## src/hw/rtl/assert_macros.svh

```systemverilog
// Assertion helpers shared by the RTL
`ifndef ASSERT_MACROS_SVH
`define ASSERT_MACROS_SVH

// Property must hold at every clock edge outside reset
`define ASSERT_CLK(lbl, prop, msg) \
    lbl: assert property (@(posedge clk) disable iff (!rst_n) (prop)) else $error(msg);

// Antecedent in one cycle implies consequent in the next
`define ASSERT_NEXT(lbl, ante, cons, msg) \
    lbl: assert property (@(posedge clk) disable iff (!rst_n) (ante) |=> (cons)) \
        else $error(msg);

`endif

```

## src/hw/rtl/b64d_pkg.sv

```systemverilog
`timescale 1ns / 1ps

package b64d_pkg;

    localparam int QDEPTH = 4;
    localparam int QIDX_W = $clog2(QDEPTH);
    localparam int QCNT_W = $clog2(QDEPTH + 1);

    localparam logic [6:0] CODE_PAD  = 7'd65;
    localparam logic [6:0] CODE_SKIP = 7'h7F;

    // Up to three decoded bytes from one character, sent in order b0, b1, b2
    typedef struct packed {
        logic [1:0] n;
        logic [7:0] b2;
        logic [7:0] b1;
        logic [7:0] b0;
    } b64d_job_t;

    typedef struct packed {
        logic full;
        logic empty;
    } b64d_qstat_t;

    // Sextet value 0..63, CODE_PAD for '=', CODE_SKIP for anything else
    function automatic logic [6:0] b64d_classify(input logic [7:0] c);
        logic [6:0] code;
        code = CODE_SKIP;
        if (c >= 8'h41 && c <= 8'h5A)
            code = 7'(c - 8'd65);
        else if (c >= 8'h61 && c <= 8'h7A)
            code = 7'(c - 8'd71);
        else if (c >= 8'h30 && c <= 8'h39)
            code = 7'(c + 8'd4);
        else if (c == 8'h2B)
            code = 7'd62;
        else if (c == 8'h2F)
            code = 7'd63;
        else if (c == 8'h3D)
            code = CODE_PAD;
        return code;
    endfunction

endpackage

```

## src/hw/rtl/base64_stream_decoder.sv

```systemverilog
`timescale 1ns / 1ps

// Streaming Base64 decoder. One encoded character per cycle enters on the s_ side
// and is decoded in the cycle it is accepted; characters outside A-Z a-z 0-9 + /
// are skipped, '=' flushes a partial group and mutes the input until tlast, and
// tlast returns the decoder to its reset state after that character. Decoded bytes
// leave on the m_ side one per cycle while m_tready is high, tlast marking the last
// byte produced by a character. A four-entry request queue between the decoder
// and the byte serialiser absorbs output back-pressure: input stalls only when
// four requests (up to twelve bytes) are waiting.
module base64_stream_decoder
    import b64d_pkg::*;
(
    input  logic       clk,
    input  logic       rst_n,
    input  logic       s_tvalid,
    output logic       s_tready,
    input  logic [7:0] s_tdata,    // [7:0] symbol
    input  logic       s_tlast,    // text_end
    output logic       m_tvalid,
    input  logic       m_tready,
    output logic [7:0] m_tdata,    // [7:0] data_byte
    output logic       m_tlast     // run_last
);

    b64d_qstat_t qstat;
    logic        push;
    logic        pop;
    b64d_job_t   push_job;
    b64d_job_t   pop_job;

    b64d_front u_front (
        .clk      (clk),
        .rst_n    (rst_n),
        .s_tvalid (s_tvalid),
        .s_tready (s_tready),
        .s_tdata  (s_tdata),
        .s_tlast  (s_tlast),
        .qstat    (qstat),
        .push     (push),
        .push_job (push_job)
    );

    b64d_queue u_queue (
        .clk      (clk),
        .rst_n    (rst_n),
        .push     (push),
        .push_job (push_job),
        .pop      (pop),
        .pop_job  (pop_job),
        .qstat    (qstat)
    );

    b64d_back u_back (
        .clk      (clk),
        .rst_n    (rst_n),
        .qstat    (qstat),
        .pop_job  (pop_job),
        .pop      (pop),
        .m_tvalid (m_tvalid),
        .m_tready (m_tready),
        .m_tdata  (m_tdata),
        .m_tlast  (m_tlast)
    );

endmodule

```

## src/hw/rtl/b64d_front.sv

```systemverilog
`timescale 1ns / 1ps
`include "assert_macros.svh"

module b64d_front
    import b64d_pkg::*;
(
    input  logic        clk,
    input  logic        rst_n,
    input  logic        s_tvalid,
    output logic        s_tready,
    input  logic [7:0]  s_tdata,   // [7:0] symbol
    input  logic        s_tlast,   // text_end
    input  b64d_qstat_t qstat,
    output logic        push,
    output b64d_job_t   push_job
);

    logic [17:0] acc_reg, acc_next;
    logic [1:0]  cnt_reg, cnt_next;
    logic        pad_reg, pad_next;
    logic [6:0]  code;
    logic [23:0] full_word;
    logic        accept;
    b64d_job_t   job;

    assign s_tready  = !qstat.full;
    assign accept    = s_tvalid && s_tready;
    assign code      = b64d_classify(s_tdata);
    assign full_word = {acc_reg, code[5:0]};

    always_comb
    begin
        acc_next = acc_reg;
        cnt_next = cnt_reg;
        pad_next = pad_reg;
        job      = '0;
        if (!pad_reg)
        begin
            priority if (code == CODE_PAD)
            begin
                unique case (cnt_reg)
                    2'd2:
                    begin
                        job.n  = 2'd1;
                        job.b0 = acc_reg[11:4];
                    end
                    2'd3:
                    begin
                        job.n  = 2'd2;
                        job.b0 = acc_reg[17:10];
                        job.b1 = acc_reg[9:2];
                    end
                    default:
                    begin
                        job.n = 2'd0;
                    end
                endcase
                pad_next = 1'b1;
            end
            else if (!code[6])
            begin
                if (cnt_reg == 2'd3)
                begin
                    job.n    = 2'd3;
                    job.b0   = full_word[23:16];
                    job.b1   = full_word[15:8];
                    job.b2   = full_word[7:0];
                    acc_next = '0;
                    cnt_next = 2'd0;
                end
                else
                begin
                    acc_next = {acc_reg[11:0], code[5:0]};
                    cnt_next = cnt_reg + 2'd1;
                end
            end
            else
            begin
                job.n = 2'd0;
            end
        end
        // final character: back to reset after it is handled
        if (s_tlast)
        begin
            acc_next = '0;
            cnt_next = 2'd0;
            pad_next = 1'b0;
        end
    end

    assign push     = accept && (job.n != 2'd0);
    assign push_job = job;

    always_ff @(posedge clk or negedge rst_n)
    begin
        if (!rst_n)
        begin
            acc_reg <= '0;
            cnt_reg <= 2'd0;
            pad_reg <= 1'b0;
        end
        else if (accept)
        begin
            acc_reg <= acc_next;
            cnt_reg <= cnt_next;
            pad_reg <= pad_next;
        end
    end

    // a closed group leaves nothing behind in the accumulator
    `ASSERT_CLK(a_acc_clear, (cnt_reg != 2'd0) || (acc_reg == '0), "stale bits at empty group")

endmodule

```

## src/hw/rtl/b64d_queue.sv

```systemverilog
`timescale 1ns / 1ps
`include "assert_macros.svh"

module b64d_queue
    import b64d_pkg::*;
(
    input  logic        clk,
    input  logic        rst_n,
    input  logic        push,
    input  b64d_job_t   push_job,
    input  logic        pop,
    output b64d_job_t   pop_job,
    output b64d_qstat_t qstat
);

    b64d_job_t          mem [QDEPTH];
    logic [QIDX_W-1:0]  wr_ptr_reg, rd_ptr_reg;
    logic [QCNT_W-1:0]  cnt_reg, cnt_next;

    assign qstat.full  = (cnt_reg == QCNT_W'(QDEPTH));
    assign qstat.empty = (cnt_reg == '0);
    assign pop_job     = mem[rd_ptr_reg];

    always_comb
    begin
        cnt_next = cnt_reg;
        if (push && !pop)
            cnt_next = cnt_reg + QCNT_W'(1);
        else if (pop && !push)
            cnt_next = cnt_reg - QCNT_W'(1);
    end

    always_ff @(posedge clk)
    begin
        if (push)
            mem[wr_ptr_reg] <= push_job;
    end

    always_ff @(posedge clk or negedge rst_n)
    begin
        if (!rst_n)
        begin
            wr_ptr_reg <= '0;
            rd_ptr_reg <= '0;
            cnt_reg    <= '0;
        end
        else
        begin
            if (push)
                wr_ptr_reg <= wr_ptr_reg + QIDX_W'(1);
            if (pop)
                rd_ptr_reg <= rd_ptr_reg + QIDX_W'(1);
            cnt_reg <= cnt_next;
        end
    end

    `ASSERT_CLK(a_no_overflow, !(push && qstat.full), "request pushed into full queue")
    `ASSERT_CLK(a_no_underflow, !(pop && qstat.empty), "pop from empty queue")

endmodule

```

## src/hw/rtl/b64d_back.sv

```systemverilog
`timescale 1ns / 1ps
`include "assert_macros.svh"

module b64d_back
    import b64d_pkg::*;
(
    input  logic        clk,
    input  logic        rst_n,
    input  b64d_qstat_t qstat,
    input  b64d_job_t   pop_job,
    output logic        pop,
    output logic        m_tvalid,
    input  logic        m_tready,
    output logic [7:0]  m_tdata,   // [7:0] data_byte
    output logic        m_tlast    // run_last
);

    b64d_job_t  job_reg, job_next;
    logic       busy_reg, busy_next;
    logic [1:0] pos_reg, pos_next;
    logic       mv_reg, mv_next;
    logic [7:0] md_reg, md_next;
    logic       ml_reg, ml_next;
    logic       out_load;
    logic [7:0] cur_byte;
    logic       cur_last;
    logic       busy_ok;

    assign out_load = !mv_reg || m_tready;
    assign cur_last = (pos_reg == job_reg.n - 2'd1);
    assign pop      = !qstat.empty && (!busy_reg || (out_load && cur_last));

    always_comb
    begin
        unique case (pos_reg)
            2'd0:    cur_byte = job_reg.b0;
            2'd1:    cur_byte = job_reg.b1;
            2'd2:    cur_byte = job_reg.b2;
            default: cur_byte = job_reg.b0;
        endcase
    end

    always_comb
    begin
        job_next  = job_reg;
        busy_next = busy_reg;
        pos_next  = pos_reg;
        mv_next   = mv_reg;
        md_next   = md_reg;
        ml_next   = ml_reg;
        if (out_load)
        begin
            mv_next = busy_reg;
            if (busy_reg)
            begin
                md_next  = cur_byte;
                ml_next  = cur_last;
                pos_next = pos_reg + 2'd1;
                if (cur_last)
                    busy_next = 1'b0;
            end
        end
        // next request loads when idle, or as the last byte of the current one leaves
        if (pop)
        begin
            job_next  = pop_job;
            pos_next  = 2'd0;
            busy_next = 1'b1;
        end
    end

    always_ff @(posedge clk)
    begin
        job_reg <= job_next;
        md_reg  <= md_next;
        ml_reg  <= ml_next;
    end

    always_ff @(posedge clk or negedge rst_n)
    begin
        if (!rst_n)
        begin
            busy_reg <= 1'b0;
            pos_reg  <= 2'd0;
            mv_reg   <= 1'b0;
        end
        else
        begin
            busy_reg <= busy_next;
            pos_reg  <= pos_next;
            mv_reg   <= mv_next;
        end
    end

    assign m_tvalid = mv_reg;
    assign m_tdata  = md_reg;
    assign m_tlast  = ml_reg;

    assign busy_ok = !busy_reg || ((job_reg.n != 2'd0) && (pos_reg < job_reg.n));

    `ASSERT_CLK(a_busy_has_bytes, busy_ok, "busy request out of range")

endmodule
```

## config.mk

```make
export PLATFORM = sky130hd
export DESIGN_NAME = base64_stream_decoder
export DESIGN_NICKNAME = d
export VERILOG_FILES = /design/src/hw/rtl/b64d_pkg.sv /design/src/hw/rtl/base64_stream_decoder.sv /design/src/hw/rtl/b64d_front.sv /design/src/hw/rtl/b64d_queue.sv /design/src/hw/rtl/b64d_back.sv
export VERILOG_INCLUDE_DIRS = /design/src /design/src/hw/rtl
export SDC_FILE = /design/constraint.sdc
export NUM_CORES = 1
export LEC_CHECK = 0
export BUFFER_PORTS_ARGS = -buffer_cell sky130_fd_sc_hd__buf_2
export CORE_MARGIN = 2
export CORE_UTILIZATION = 40
export CTS_CLUSTER_DIAMETER = 80
export DETAILED_ROUTE_END_ITERATION = 10
export PLACE_DENSITY = 0.67
export SLEW_MARGIN = 5
export SYNTH_ARGS = -nofsm -noshare
export SYNTH_HDL_FRONTEND = slang
export SYNTH_SLANG_ARGS = --single-unit
export TNS_END_PERCENT = 30
```

## constraint.sdc

```tcl
create_clock -name clk -period 2.3 [get_ports clk]
set_input_delay 0.23 -clock clk [delete_from_list [all_inputs] [get_ports clk]]
set_output_delay 0.23 -clock clk [all_outputs]
set_load 0.05 [all_outputs]
```

==> run_results.csv <==
group,metric,value,unit
worst_setup_path,worst_ep_arrival_time,2.62,ns
drt,vias_per_cell,5.13,
floorplanning,rows,49,
cts,cts_tree,"yes",
job,max-cap-violations,0,
timing,period_share,0.989,
timing,relSlewSlack,0.476,
placement,io_buffers,23,
global_route,grtUsageTotal,0.150,
floorplanning,initial_utilization,0.408,
finish,utilization,0.505,
worst_setup_path,crit_chain,"inv_2, ha_4, nor2_1, a31oi_1, nand4_1, a21boi_2, ha_2, inv_2, fa_2, xor2_1, nor2_1, xor2_1",
yosys,synth_seq_cells,171,
global_route,grt-ovfl-total,0,
finish,fillCellCount,1487,
timing,finalSetupViolCount,0,
cts,clk_pin_slew,0.06,ns
worst_setup_path,cp_max_fo,3,
finish,drive_above_1_share,0.340,
yosys,synth_warnings,0,
floorplanning,core,17900,µm²
worst_setup_path,critical_path.startpoint_type,"register",
worst_setup_path,required,2.65,ns
placement,gp_congestion,0.804,
cts,cts_buffers,17,
global_route,grt_max_degree,38,
yosys,synth_nets,510,
drt,vias,4142,
timing,slew_violations,0,
power,p_leak,3.55,nW
drt,routedWlPerCell,17.5,µm
finish,syn_to_final_growth,23.9,%
timing,layout_min_cycle_time,2.28,ns
timing,fmax,0.440,GHz
cts,cts_buffer_depth,2,
worst_setup_path,r2r_slack,0.02,ns
cts,htree_levels,4,
drt,drc,0,
power,ir_worst_vdd,887,µV
drt,routed_wl,14100,µm
yosys,yosysSeqAreaShare,0.682,
worst_setup_path,cp-end-kind,"register",
global_route,grt_pass1_vias,4275,
drt,firstDrtPassIters,4,
placement,hpwl,9240,µm
finish,nets,599,
cts,cts_sinks,171,
power,finalPower,9.44,mW
power,p_per_area,1040,nW/µm²
floorplanning,die_y,139,µm
timing,grt_setup_unrepaired,"true",
yosys,postSynthAreaPerCell,15.3,µm²
yosys,synthDistinctLibCells,50,
yosys,synth_area,7300,µm²
worst_hold_path,hold_class,"in -> reg",
yosys,synth_edf_count,139,
finish,largest_reg_flops,104,
floorplanning,die_w,139,µm
yosys,ys.flop_type,"edfxtp_1",
drt,drtIter0Drc,323,
finish,n_antenna_cell,0,
cts,cts-root-buf,"clkbuf_16",
floorplanning,pin_count,24,
drt,postRouteAntennaNets,0,
worst_setup_path,slowest_delay,0.40,ns
global_route,antenna_found_initial,0,
worst_setup_path,critPathSlowestCell,"dfrtp_1",
run_status,status,"completed",
yosys,synthArstFlopShare,0.187,
timing,hold_viol,0,
worst_setup_path,worstSetupPathType,"reg -> reg",
timing,tightest_slew,0.786,ns
finish,final_common_cell,"edfxtp_1",
cts,clock_latency,0.42,ns
timing,clock_skew,0.00590,ns
global_route,grt_first_pass_wirelength,22200,µm
floorplanning,dieArea,19300,µm²
finish,layout_common_cells,"139 x edfxtp_1, 62 x buf_4, 54 x nand2_1, 31 x dfrtp_1, 26 x mux4_2",
yosys,netlist_instances,477,
-- final timing paths --
| check | startpoint | endpoint | cells past startpoint |
|---|---|---|---|
| max | u_front.cnt_reg[0] | u_queue.cnt_reg[2] | 12 |
| min | s_tlast | u_front.pad_reg | 2 |
| max reg2reg | u_front.cnt_reg[0] | u_queue.cnt_reg[2] | 12 |
| min reg2reg | u_front.acc_reg[13] | u_front.acc_reg[13] | 2 |
| max in group asynchronous | rst_n | u_front.cnt_reg[1] | 2 |
| min in group asynchronous | rst_n | u_queue.rd_ptr_reg[1] | 2 |
-- final cells by class --
cell class                      instances  area [µm²]  area share
Clock inverter                         13         175      0.0194
Sequential cell                       171        4980       0.551
Inverter                               17        68.8     0.00761
Multi-Input combinational cell        267        2350       0.260
Timing Repair Buffer                   92         748      0.0828
Tap cell                              229         287      0.0317
Clock buffer                           19         433      0.0479
-- kinds of logic after synthesis --
| group | after synthesis | share of synthesized area |
|---|---|---|
| compound gates | 80 | 0.0746 |
| xor+xnor | 11 | 0.0132 |
| fa+ha+maj | 20 | 0.0353 |
| buf+inv | 39 | 0.0252 |
| flops | 171 | 0.682 |
| mux | 32 | 0.0892 |
| simple gates | 124 | 0.0806 |
-- cells in the mapped netlist, types with 2 or more instances --
master    instances  area (µm²)
ha_1             19         238
o21ai_0          27         135
a311o_1           2        20.0
nand3b_1          3        22.5
buf_4             2        15.0
xor2_1            3        26.3
nand4_1           2        12.5
and3_1           10        62.6
buf_6             3        33.8
and2_1            8        50.1
edfxtp_1        139        4170
mux2i_1           2        20.0
nand2_1          55         206
a22oi_1          11        82.6
a21oi_1          11        55.1
mux2_2            3        33.8
mux4_2           26         586
inv_1            17        63.8
xnor2_1           8        70.1
o211ai_1          3        22.5
o31ai_1           9        67.6
nor2_1           20        75.1
nand3_1           8        40.0
dfrtp_1          32         801
nor3_1            3        15.0
buf_2             6        30.0
a32oi_1           2        17.5
nor2b_1           2        12.5
a32o_1            6        60.1
clkbuf_1          9        33.8
buf_1             2        7.51
nand2b_1          6        37.5
-- power breakdown --
part | total (mW) | internal (mW) | switching [mW] | leakage [nW]
Sequential | 4.12 | 3.87 | 0.247 | 1.88
Clock | 2.90 | 1.80 | 1.10 | 0.292
Combinational | 2.41 | 0.977 | 1.44 | 1.37
Total | 9.44 | 6.66 | 2.78 | 3.55
-- through the flow --
stage | hold WS (ns) | instance area, µm² | setup WS (ns) | std cells | TNS [ns]
after global placement | 0.335 | 8170 | -0.413 | 764 | -35.94
final | 0.0937 | 9040 | 0.0249 | 808 | 0
after global routing | 0.0976 | 9040 | -0.115 | 808 | -0.134
after floorplan | -0.0656 | 7380 | -0.318 | 477 | -8.26
after CTS | 0.0675 | 8880 | -0.000209 | 801 | -0.000209
after detailed placement | 0.358 | 8170 | -0.519 | 764 | -48.00
-- critical path, delay by kind of cell, from the launching register on --
family                   cells  cell delay, ns
AND/OR/NAND/NOR              3            0.35
buffers and inverters        2            0.13
flip-flops                   1            0.40
XOR/XNOR                     2            0.28
AO/OA/AOI/OAI                2            0.33
adder cells (fa/ha/maj)      3            0.70
-- routing by layer --
layer  track usage  up-vias  wire, µm
li1              -     1988         -
met1         0.183     2077      6130
met2         0.263       64      7440
met3        0.0394       13       393
met4        0.0478        0       149
met5             0        -         0
-- what timing repair did --
action                                 in CTS  in global routing
pin swaps                                  11                 18
setup buffers                               4                  7
setup endpoints to repair                   2                146
gates resized for setup                    15                 22
hold buffers                                1                  0
endpoints found under the hold margin      32                  0
Note: power is estimated with default switching activity, not from simulation.
